**src/rtl/qtps_pkg.sv**
```systemverilog
// Package for the quintic trajectory pulse step block.
// Shared types and fixed-point constants; no dependencies.
`default_nettype none
package qtps_pkg;
  localparam logic [23:0] RoundUpQ24 = 24'd12247367;
  localparam logic signed [47:0] AngleMax = 48'sh7FFF_FFFF_FFFF;
  localparam logic signed [47:0] AngleMin = 48'sh8000_0000_0000;
  localparam logic [8:0] DegPerRev = 9'd360;
  // ceil(2^30 / 360): exact quotient for dividends below 360 * 4096
  localparam logic [21:0] Recip360 = 22'd2982617;
  // ceil(2^38 / 360): exact quotient for dividends below 2^29
  localparam logic [29:0] Recip360Wide = 30'd763549742;

  localparam logic ActTick = 1'b0;
  localparam logic ActLoad = 1'b1;

  // Item classified by the front part.
  typedef struct packed {
    logic        is_load;
    logic        all_zero;
    logic [15:0] step_index;
    logic [15:0] correction;
  } cmd_t;
endpackage
`default_nettype wire

```
**src/rtl/qtps_front.sv**
```systemverilog
// Front part: accepts input items, classifies them and queues them.
// Depends on qtps_pkg.
`default_nettype none
module qtps_front (
  input  wire logic              clk,
  input  wire logic              rst,
  input  wire logic              s_tvalid,
  output logic                   s_tready,
  input  wire logic [31:0]       s_tdata,
  input  wire logic              s_tuser,
  input  wire logic              coef_zero,
  output logic                   q_valid,
  input  wire logic              q_ready,
  output qtps_pkg::cmd_t         q_cmd
);
  // two-entry queue
  qtps_pkg::cmd_t mem [2];
  logic rd_ptr, wr_ptr;
  logic [1:0] count;
  qtps_pkg::cmd_t cmd_in;
  logic push, pop;

  always_comb begin
    cmd_in.is_load    = (s_tuser == qtps_pkg::ActLoad);
    cmd_in.all_zero   = coef_zero;
    cmd_in.step_index = s_tdata[15:0];
    cmd_in.correction = s_tdata[31:16];
  end

  assign s_tready = (count != 2'd2);
  assign push     = s_tvalid && s_tready;
  assign q_valid  = (count != 2'd0);
  assign pop      = q_valid && q_ready;
  assign q_cmd    = mem[rd_ptr];

  always_ff @(posedge clk) begin
    if (push) begin
      mem[wr_ptr] <= cmd_in;
    end
    if (rst) begin
      rd_ptr <= 1'b0;
      wr_ptr <= 1'b0;
      count  <= 2'd0;
    end else begin
      if (push) wr_ptr <= ~wr_ptr;
      if (pop) rd_ptr <= ~rd_ptr;
      count <= count + {1'b0, push} - {1'b0, pop};
    end
  end
endmodule
`default_nettype wire

```
**config.mk**
```make
export PLATFORM = sky130hd
export DESIGN_NAME = qtps_front
export DESIGN_NICKNAME = d
export VERILOG_FILES = /design/src/rtl/qtps_pkg.sv /design/src/rtl/qtps_front.sv
export SDC_FILE = /design/constraint.sdc
export NUM_CORES = 1
export LEC_CHECK = 0
export BUFFER_PORTS_ARGS = -buffer_cell sky130_fd_sc_hd__buf_4
export CAP_MARGIN = 40
export CORE_UTILIZATION = 56
export CTS_BUF_LIST = sky130_fd_sc_hd__clkbuf_4 sky130_fd_sc_hd__clkbuf_8 sky130_fd_sc_hd__clkbuf_16
export DETAILED_ROUTE_END_ITERATION = 8
export GPL_TIMING_DRIVEN = 0
export PLACE_DENSITY = 0.84
export REMOVE_ABC_BUFFERS = 1
export SYNTH_ARGS = -nofsm -noshare
export SYNTH_HDL_FRONTEND = slang
export SYNTH_SLANG_ARGS = --single-unit
```
**constraint.sdc**
```tcl
create_clock -name clk -period 6.4 [get_ports clk]
set_clock_uncertainty 0.2 [all_clocks]
set_input_delay 0.32 -clock clk [delete_from_list [all_inputs] [get_ports clk]]
set_output_delay 0.32 -clock clk [all_outputs]
set_load 0.02 [all_outputs]
```
==> results.cfg <==
[synthesis]
syn_inst = 130
yosysSeqAreaShare_pct = 76.0
yosysWarnings = 0
synth_top_area_cell = edfxtp_1
synth.distinct_cells = 16
synth_top_area_share_pct = 72.4
ys_top_cells_by_area = edfxtp_1 72%, mux2_4 17%, dfxtp_1 3.5%, buf_6 1.6%, mux2_1 1.6%
synth-seq-cells = 73
syn_area_per_cell_um2 = 21.7
synth.cell_area_mm2 = 0.00282

[pwr]
p_leak_nw = 1.59
ir_worst_vdd_mv = 0.281
power.density_mw_per_mm2 = 358

[layout]
diodes = 0
syn_to_final_growth_pct = 41.2
final_util_pct = 83.2
fin_nets = 287
fin_area_mm2 = 0.00398
layout_commonest_cell = buf_4
layout_common_cells = 73 x buf_4, 68 x edfxtp_1, 35 x dlygate4sd3_1, 31 x mux2_4, 9 x clkbuf_8
fillCellCount = 263
drive_gt1_share_pct = 50.8

[drt]
ant_nets = 0
post_drt_wl_per_cell_um = 16.2
drt_wl_total_um = 5150
drt-vias-per-instance = 4.92
drtPass1Iterations = 4
vias = 1570
drtIter0Drc = 110
drc = 0

[sta]
min_period_over_period_pct = 33.8
setup_violations = 0
slew_headroom_pct = 45.4
min_period_ns = 2.16
max_clock_freq_ghz = 0.462
tightest_slew_ns = 0.820
rsz0062_at_grt = no
fin_tns_setup_ns = 0
hold_violations = 0
slew_viol_final = 0

[setup_path]
cp.arrival_ns = 1.64
crit_type = flop to output port
crit_slowest_cell = dfxtp_2
worst_setup_path_start_kind = flop
path_cells = buf_12 -> mux2_4 -> buf_4
cpPeakStageDelay_ns = 0.55
cp_max_fo = 24
cp-end-kind = output port
crit_required_ns = 5.88

[flow_run]
maxCapViolCount = 0

[cts]
htreeDepth = 3
cts_hold_buf = 35
insertion_delay_ns = 0.33
clk_pin_slew_ns = 0.06
cts_tree = yes
cts_root_buffer = clkbuf_8
cts_resized = 0
cts.sinks = 73
cts_made_buffers = 9
post_cts_buffers = 0
cts_buffer_depth = 2

[hold_path]
hold_class = primary input to flop

[placement]
place_hpwl_um = 3080
placed_area_mm2 = 0.00346
io_buffers = 73
place_congestion = 0.707

[global_route]
grt_pass1_wl_um = 7770
overflow = 0
grt_pass1_vias = 1631
grt_max_degree = 35
antenna_found_initial = 0
track_usage_pct = 21.1

[die]
io_pins = 74
core_mm2 = 0.00479
start_util_pct = 58.9
die-area_mm2 = 0.00532
rows = 25
die_x_um = 73.0
die_h_um = 73.0

[run_status]
outcome = completed
==> report_power, final <==
| group | switching, W | internal [W] |
|---|---|---|
| logic | 0.000228 | 0.000253 |
| registers | 0.0000338 | 0.000601 |
| clock network | 0.000156 | 0.000151 |
| total | 0.000418 | 0.00101 |
==> synth_stat cells <==
master	number
nand2b_2	1
ha_1	2
o21a_2	1
mux2_4	31
nand2_2	1
nor2_1	5
mux2_1	4
xnor2_1	2
and3_1	1
xor2_1	1
buf_6	4
nor2b_1	2
or2_1	1
dfxtp_1	5
inv_1	1
edfxtp_1	68
==> stage by stage <==
stage                     hold WS (ns)  power, W  worst slack [ns]  instances
after floorplan                  0.192  0.000935              3.69        126
after global placement           0.293   0.00109              3.15        266
after detailed placement         0.308   0.00111              4.54        268
after CTS                        0.179   0.00143              4.22        319
after global routing             0.182   0.00149              4.18        319
final                            0.187   0.00142              4.24        319
==> area by class of cell <==
cell class	instances	area [um2]	area share, %
Clock inverter	4	20.0	0.503
Sequential cell	73	2140	53.8
Tap cell	67	83.8	2.11
Multi-Input combinational cell	52	638	16.0
Timing Repair Buffer	110	946	23.8
Inverter	1	3.75	0.0943
Clock buffer	12	146	3.68
==> registers in the layout, indices dropped and copies added, names as in the netlist, named ones only <==
name / cells
rd_ptr: 1
mem: 68
wr_ptr: 1
count: 2
==> layer usage <==
metal / global-route usage (%) / vias to the layer above / routed length (um) / part of all wire (%)
met2: 36.6 / 63 / 2730 / 53
li1: - / 733 / - / -
met3: 4.70 / 14 / 240 / 4.7
met5: 0 / - / 0 / 0
met4: 12.4 / 0 / 141 / 2.7
met1: 24.2 / 760 / 2040 / 40
==> critical path, delay by kind of cell, from the launching register on <==
family / cells / cell delay, ns
buf+inv: 2 / 0.42
flops: 1 / 0.55
mux: 1 / 0.32
==> cell families after synthesis <==
family | count (synthesis) | share of synthesized area [%]
flops | 73 | 76.0
mux | 35 | 18.1
simple gates | 11 | 2.09
buf+inv | 5 | 1.73
xor+xnor | 3 | 0.932
fa+ha+maj | 2 | 0.887
compound gates | 1 | 0.311
==> final timing paths <==
check | slack [ns] | end | cells past startpoint | start
worst min-delay path | 0.19 | wr_ptr | 3 | s_tvalid
worst min register to register | 0.32 | rd_ptr | 2 | rd_ptr
worst max register to register | 4.54 | mem[1][4] | 2 | count[0]
worst max-delay path | 4.24 | q_cmd[23] | 3 | flop
Note: power is estimated with default switching activity, not from simulation.
