### config.mk
export PLATFORM = sky130hd
export DESIGN_NAME = qtps_back
export DESIGN_NICKNAME = d
export VERILOG_FILES = /design/src/rtl/qtps_pkg.sv /design/src/rtl/qtps_back.sv
export SDC_FILE = /design/constraint.sdc
export NUM_CORES = 2
export LEC_CHECK = 0
export BUFFER_PORTS_ARGS = -buffer_cell sky130_fd_sc_hd__buf_2
export CORE_MARGIN = 3
export CORE_UTILIZATION = 65
export CTS_BUF_LIST = sky130_fd_sc_hd__clkbuf_16
export CTS_CLUSTER_DIAMETER = 100
export CTS_CLUSTER_SIZE = 30
export DETAILED_ROUTE_END_ITERATION = 16
export PLACE_DENSITY = 0.84
export SYNTH_ARGS = -nofsm -noshare
export SYNTH_HDL_FRONTEND = slang
export SYNTH_SLANG_ARGS = --single-unit
export TNS_END_PERCENT = 100
### constraint.sdc
create_clock -name clk -period 43.6 [get_ports clk]
set_clock_uncertainty 0.2 [all_clocks]
set_input_delay 0 -clock clk [delete_from_list [all_inputs] [get_ports clk]]
set_output_delay 0 -clock clk [all_outputs]
set_load 0.01 [all_outputs]
### src/rtl/qtps_pkg.sv
// Package for the quintic trajectory pulse step block.
// Shared types and fixed-point constants; no dependencies.
`default_nettype none
package qtps_pkg;
  localparam logic [23:0] RoundUpQ24 = 24'd12247367;
  localparam logic signed [47:0] AngleMax = 48'sh7FFF_FFFF_FFFF;
  localparam logic signed [47:0] AngleMin = 48'sh8000_0000_0000;
  localparam logic [8:0] DegPerRev = 9'd360;
  // ceil(2^30 / 360): exact quotient for dividends below 360 * 4096
  localparam logic [21:0] Recip360 = 22'd2982617;
  // ceil(2^38 / 360): exact quotient for dividends below 2^29
  localparam logic [29:0] Recip360Wide = 30'd763549742;

  localparam logic ActTick = 1'b0;
  localparam logic ActLoad = 1'b1;

  // Item classified by the front part.
  typedef struct packed {
    logic        is_load;
    logic        all_zero;
    logic [15:0] step_index;
    logic [15:0] correction;
  } cmd_t;
endpackage
`default_nettype wire

### src/rtl/qtps_back.sv
// Back part: Horner evaluation on one shared multiplier, pulse scaling,
// rounding and correction. Depends on qtps_pkg.
`default_nettype none
module qtps_back (
  input  wire logic               clk,
  input  wire logic               rst,
  input  wire logic               q_valid,
  output logic                    q_ready,
  input  wire qtps_pkg::cmd_t     q_cmd,
  input  wire logic [5:0][47:0]   coefs,
  input  wire logic [19:0]        pulses_per_rev,
  input  wire logic [23:0]        tick_interval,
  output logic                    m_tvalid,
  input  wire logic               m_tready,
  output logic [15:0]             pulse_count,
  output logic                    direction
);
  typedef enum logic [3:0] {
    S_IDLE, S_TIME, S_MHI, S_MLO, S_ADD, S_DIFF, S_DIV, S_SCALE,
    S_SCALE2, S_ROUND, S_RDIV, S_FIN
  } state_t;

  state_t state;
  qtps_pkg::cmd_t cmd;
  logic [31:0] t;
  logic signed [47:0] acc, prev_angle;
  logic [2:0] idx;
  logic neg;
  logic [47:0] mag;
  logic [55:0] p_hi_full;
  logic [55:0] m_sum;
  logic [47:0] q;      // |angle difference| / 360, four 12-bit digits
  logic [8:0]  r;
  logic [1:0]  div_cnt;
  logic        div_ph;
  logic [11:0] qd;
  logic [20:0] div_xr;
  logic [47:0] div_num;
  logic [67:0] amount;
  logic [67:0] prod_a;
  logic [28:0] prod_b;
  logic signed [31:0] frac_acc;
  logic signed [15:0] pending;
  logic pos_dir;

  // shared multiplier operands, 32 x 32
  logic [31:0] mul_a, mul_b;
  logic [63:0] mul_p;
  assign mul_p = mul_a * mul_b;

  // next partial dividend: remainder followed by the next 12-bit digit
  logic [20:0] div_x;
  assign div_x = {r, div_num[47:36]};

  logic [23:0] frac;
  assign frac = amount[23:0];

  logic signed [49:0] next_add;

  assign q_ready = (state == S_IDLE) && !m_tvalid;

  always_comb begin
    mul_a = 32'd0;
    mul_b = 32'd0;
    case (state)
      S_TIME:  begin mul_a = {16'd0, cmd.step_index}; mul_b = {8'd0, tick_interval}; end
      S_MHI:   begin mul_a = {8'd0, mag[47:24]}; mul_b = t; end
      S_MLO:   begin mul_a = {8'd0, mag[23:0]}; mul_b = t; end
      S_DIV:   begin mul_a = {11'd0, div_x}; mul_b = {10'd0, qtps_pkg::Recip360}; end
      S_SCALE: begin mul_a = q[31:0]; mul_b = {12'd0, pulses_per_rev}; end
      S_SCALE2: begin mul_a = {16'd0, q[47:32]}; mul_b = {12'd0, pulses_per_rev}; end
      S_ROUND: begin mul_a = {23'd0, r}; mul_b = {12'd0, pulses_per_rev}; end
      S_RDIV:  begin mul_a = {3'd0, prod_b}; mul_b = {2'd0, qtps_pkg::Recip360Wide}; end
      default: begin mul_a = 32'd0; mul_b = 32'd0; end
    endcase
  end

  always_ff @(posedge clk) begin
    if (rst) begin
      state      <= S_IDLE;
      m_tvalid   <= 1'b0;
      prev_angle <= '0;
      frac_acc   <= '0;
      pending    <= '0;
    end else begin
      if (m_tvalid && m_tready) m_tvalid <= 1'b0;
      case (state)
        S_IDLE: begin
          if (q_valid && q_ready) begin
            cmd <= q_cmd;
            if (q_cmd.is_load) begin
              pending <= q_cmd.correction;
            end else if (q_cmd.all_zero) begin
              pulse_count <= 16'd0;
              direction   <= 1'b0;
              m_tvalid    <= 1'b1;
            end else begin
              state <= S_TIME;
            end
          end
        end
        S_TIME: begin
          t   <= (mul_p[63:32] != 32'd0) ? 32'hFFFF_FFFF : mul_p[31:0];
          acc <= coefs[5];
          idx <= 3'd4;
          neg <= coefs[5][47];
          mag <= coefs[5][47] ? 48'(-coefs[5]) : coefs[5];
          state <= S_MHI;
        end
        S_MHI: begin
          p_hi_full <= {mul_p[55:0]};
          state <= S_MLO;
        end
        S_MLO: begin
          m_sum <= p_hi_full + 56'(mul_p[55:24]);
          state <= S_ADD;
        end
        S_ADD: begin
          if (next_add > 50'(qtps_pkg::AngleMax)) acc <= qtps_pkg::AngleMax;
          else if (next_add < 50'(qtps_pkg::AngleMin)) acc <= qtps_pkg::AngleMin;
          else acc <= next_add[47:0];
          if (idx == 3'd0) begin
            state <= S_DIFF;
          end else begin
            idx <= idx - 3'd1;
            state <= S_MHI;
            if (next_add > 50'(qtps_pkg::AngleMax)) begin
              neg <= 1'b0; mag <= 48'(qtps_pkg::AngleMax);
            end else if (next_add < 50'(qtps_pkg::AngleMin)) begin
              neg <= 1'b1; mag <= 48'h8000_0000_0000;
            end else begin
              neg <= next_add[49];
              mag <= next_add[49] ? 48'(-next_add) : next_add[47:0];
            end
          end
        end
        S_DIFF: begin
          begin
            logic signed [48:0] d;
            d = 49'(acc) - 49'(prev_angle);
            pos_dir <= (d > 49'sd0);
            div_num <= d[48] ? 48'(-d) : d[47:0];
          end
          prev_angle <= acc;
          r <= 9'd0;
          q <= '0;
          div_cnt <= 2'd0;
          div_ph <= 1'b0;
          state <= S_DIV;
        end
        S_DIV: begin
          // each 12-bit quotient digit: estimate first, then remainder
          if (!div_ph) begin
            qd <= mul_p[41:30];
            div_xr <= div_x;
            div_ph <= 1'b1;
          end else begin
            r <= 9'(div_xr - 21'(qd) * 21'(qtps_pkg::DegPerRev));
            q <= {q[35:0], qd};
            div_num <= {div_num[35:0], 12'd0};
            div_ph <= 1'b0;
            div_cnt <= div_cnt + 2'd1;
            if (div_cnt == 2'd3) state <= S_SCALE;
          end
        end
        S_SCALE: begin
          prod_a <= 68'(mul_p[51:0]);
          state <= S_SCALE2;
        end
        S_SCALE2: begin
          prod_a <= prod_a + {mul_p[35:0], 32'd0};
          state <= S_ROUND;
        end
        S_ROUND: begin
          prod_b <= mul_p[28:0];
          state <= S_RDIV;
        end
        S_RDIV: begin
          amount <= prod_a + 68'(mul_p[63:38]);
          state <= S_FIN;
        end
        S_FIN: begin
          begin
            logic [52:0] p;
            logic signed [32:0] fa;
            logic signed [15:0] pc;
            p = 53'(amount[67:24]);
            if (frac > qtps_pkg::RoundUpQ24) begin
              p = p + 53'd1;
              fa = 33'(frac_acc) + 33'(frac) - 33'sh100_0000;
            end else begin
              fa = 33'(frac_acc) + 33'(frac);
            end
            if (fa >= 33'sh100_0000) begin
              fa = fa - 33'sh100_0000;
              p = p + 53'd1;
            end else if (fa <= -33'sh100_0000) begin
              if (p != 53'd0) begin
                fa = fa + 33'sh100_0000;
                p = p - 53'd1;
              end
            end
            pc = pending;
            if (pc > 16'sd0) begin
              p = p + 53'd1;
              pc = pc - 16'sd1;
            end else if (pc < 16'sd0) begin
              if (p > 53'd1) begin
                p = p - 53'd1;
                pc = pc + 16'sd1;
              end
            end
            frac_acc <= fa[31:0];
            pending  <= pc;
            pulse_count <= (p > 53'hFFFF) ? 16'hFFFF : p[15:0];
          end
          direction <= pos_dir;
          m_tvalid  <= 1'b1;
          state <= S_IDLE;
        end
        default: state <= S_IDLE;
      endcase
    end
  end

  // truncated product magnitude with sign restored, plus coefficient
  always_comb begin
    logic [55:0] ms;
    logic signed [49:0] sp;
    ms = m_sum;
    if (neg) sp = (ms > 56'h8000_0000_0000) ? -50'sh8000_0000_0000 : -50'(ms);
    else sp = (ms > 56'h7FFF_FFFF_FFFF) ? 50'sh7FFF_FFFF_FFFF : 50'(ms);
    next_add = sp + 50'($signed(coefs[idx]));
  end
endmodule
`default_nettype wire

==> results.toml <==
[outcome]
status = "finished with violations"
violations = "capacitance limit, slew limit"

[grt]
antenna_found_initial = 29
grt.overflow.total = 0
grt_use_total = 0.464
grt_pass1_vias = 75800
grt_first_pass_wirelength_um = 471000
grt_max_degree = 99

[setup_path]
critPathSlowestCell = "and3_1"
start_kind = "register"
r2r_end = "amount[62]"
critical-path-max-stage-delay_ps = 980
rrSetupSlack_ps = 26580
r2r_cells = 58
cp.arrival_ps = 17210
r2r_start = "state[3]"
end_kind = "register"
worstSetupPathType = "register to register"
crit_required_ps = 43800
crit_path_frequent_cell = "fa_1"
path_max_fanout = 43

[route]
via_per_inst = 6.59
routed_wl_um = 318000
dr.pass1.iters = 15
ant_nets = 0
wl_per_cell_um = 27.0
vias = 77400
drt_iter0_markers = 11000
drc_errors = 0

[finish]
area_growth_pct = 7.51
nFillCells = 9967
seqCellArea_mm2 = 0.0192
fin_util = 0.705
drive_above_1_share = 0.0842
final_common_cell = "inv_1"
fin_nets = 11800
mostFrequentLayoutCells = "inv_1, nand2_1, nor2_1"
multiInputGateArea_mm2 = 0.0594

[yosys]
synth_adder_area_share = 0.290
ys_seq_area_frac = 0.226
synthArstFlopShare = 0
ys_ff_latch = 673
synth.area.top_cells = "fa_1, edfxtp_1, ha_1, inv_1, nand2_1"
synthMuxAreaShare = 0.0230
synth_top_family_by_area = "adder cells"
ys_types = 126
ys.flop_type = "edfxtp_1"
synth-xor-area-share = 0.0602
synth_top_area_share = 0.213
yosysWarningCount = 0
synth-edff-count = 572
syn_area_mm2 = 0.0850
yosysTopAreaCell = "fa_1"
syn_inst = 9659
synthSimpleGateAreaFrac = 0.187
synth_compound_area_frac = 0.134
postSynthAreaPerCell_um2 = 8.80

[sta]
final-max-slew-violation-count = 2
post-route-period-util = 0.390
relSlewSlack = -0.0435
rsz0062_at_grt = "no"
worstMarginPinSlew_ps = 1550
setup_viol = 0
setup-tns-final_ps = 0
max_freq_mhz = 58.8
hold_viol = 0
period_minus_slack_ps = 17020

[cts]
tritoncts = "done"
cts_buffer_depth = 3
cts.root.buffer_cell = "clkbuf_16"
insertion_delay_ps = 670
clk_pin_slew_worst_paths_ps = 120
cts_max_level = 2
cts_sinks = 673
cts_buffers = 35
post-cts-setup-buffer-count = 0

[worst_hold_path]
hold_end = "pending[11]"
holdCritPathClass = "primary input to register"
hp-start = "q_cmd[11]"
whs_path_depth = 4

[floorplanning]
num_rows = 132
die_h_um = 368
die_area_mm2 = 0.135
boundaryPins = 389
die_w_um = 368
initial_utilization = 0.655
core_mm2 = 0.130

[power]
powerDensity_mw_per_mm2 = 59.2
p_total_mw = 5.40
ir_worst_vdd_mv = 0.208
power.leakage_nw = 39.5

[run]
max-cap-violations = 1

[placed_design]
hpwl_um = 248000
port_buffers = 388
gp_congestion = 1.06
repair_timing:
item / in CTS / in global routing
hold buffers: 122 / 0
endpoints found under the hold margin: 181 / 0
resized for setup: 0 / 0
registers in the layout, summed over array words and instances, names as in the netlist, 16 cells and up:
name / cells
t: 32
div_num: 48
prev_angle: 48
acc: 48
pending: 16
p_hi_full: 56
prod_b: 29
amount: 68
frac_acc: 32
q: 48
prod_a: 68
pulse_count: 16
mag: 48
m_sum: 56
cmd: 16
through the flow:
step	setup WS [ps]	cells	instance area (um^2)	hold slack, ps
2_1_floorplan	29340	9728	85200	-101
3_3_place_gp	27650	11500	88800	-23.8
3_5_place_dp	27120	11500	88800	-21.9
4_1_cts	27050	11700	91300	16.4
5_1_grt	25700	11700	91300	78.1
6_report	26580	11800	91400	42.7
worst max-delay path by stage:
stage	from	cells past startpoint	slack [ps]	end
after detailed placement	state[3]	58	27120	amount[62]
after global placement	state[1]	58	27650	amount[46]
after global routing	state[3]	58	25700	amount[62]
final	state[3]	58	26580	amount[62]
after floorplan	state[2]	63	29340	amount[62]
after CTS	state[3]	58	27050	amount[62]
layer usage:
metal / routed length [um] / GRT usage / vias up
li1: - / - / 33200
met1: 115000 / 0.607 / 37300
met2: 135000 / 0.684 / 5576
met3: 46000 / 0.158 / 1245
met4: 22100 / 0.246 / 16
met5: 227 / 0.00534 / -
cell families (layout without fill, tap and decap cells):
group | Yosys count | in the layout
and+or+nand+nor | 3388 | 3388
buffers and inverters | 1775 | 2028
AOI/OAI and AO/OA | 1680 | 1680
adders and majority gates | 1427 | 1427
DFF | 673 | 673
xor gates and xnor gates | 580 | 580
muxes | 134 | 134
other | 2 | 102
power by group:
part	leakage (nW)	internal, mW	switching (mW)
Clock	0.579	0.165	0.251
Sequential	5.94	0.882	0.0329
Combinational	32.9	1.32	2.75
Total	39.5	2.37	3.04
final cells by class:
type | count | share of cell area
antenna | 31 | 0.000849
clock buffer | 36 | 0.00986
clock inverter | 21 | 0.00331
inverter | 1305 | 0.0536
multi-input combinational | 7280 | 0.651
sequential | 673 | 0.210
tap | 1742 | 0.0239
timing repair buffer | 666 | 0.0476
cell usage after synthesis (17+ instances only):
master / number
or2_2: 43
a31oi_1: 91
buf_1: 45
xnor2_1: 376
nand4b_1: 17
nor3b_1: 20
nor2_1: 991
o21bai_1: 56
a41oi_1: 19
and3_1: 154
nor4_1: 72
and4_1: 42
inv_1: 1302
nor3_1: 185
a2111oi_0: 19
ha_1: 522
a21oi_1: 421
o21a_1: 63
edfxtp_1: 572
o31ai_1: 48
o211ai_1: 40
mux2i_1: 74
a22oi_1: 54
o21ai_0: 338
nand4_1: 98
a21o_1: 92
mux4_2: 48
or4_1: 39
xor2_1: 201
nor2b_1: 49
clkbuf_1: 385
o41ai_1: 21
a21boi_0: 25
nand2_1: 1196
fa_1: 905
o2111ai_1: 19
a32oi_1: 21
or3_1: 72
dfxtp_1: 101
nand2b_1: 81
buf_2: 23
and2_1: 62
a211oi_1: 77
nand3_1: 177
o311ai_0: 44
worst max-delay path: cells and delay by family (launching register included):
| kind | cells | cell delay (ps) |
|---|---|---|
| xor gates and xnor gates | 1 | 140 |
| and+or+nand+nor | 9 | 2480 |
| DFF | 1 | 740 |
| buffers and inverters | 10 | 1410 |
| AOI/OAI and AO/OA | 27 | 6640 |
| adders and majority gates | 11 | 5010 |
(Power assumes the default switching activity.)
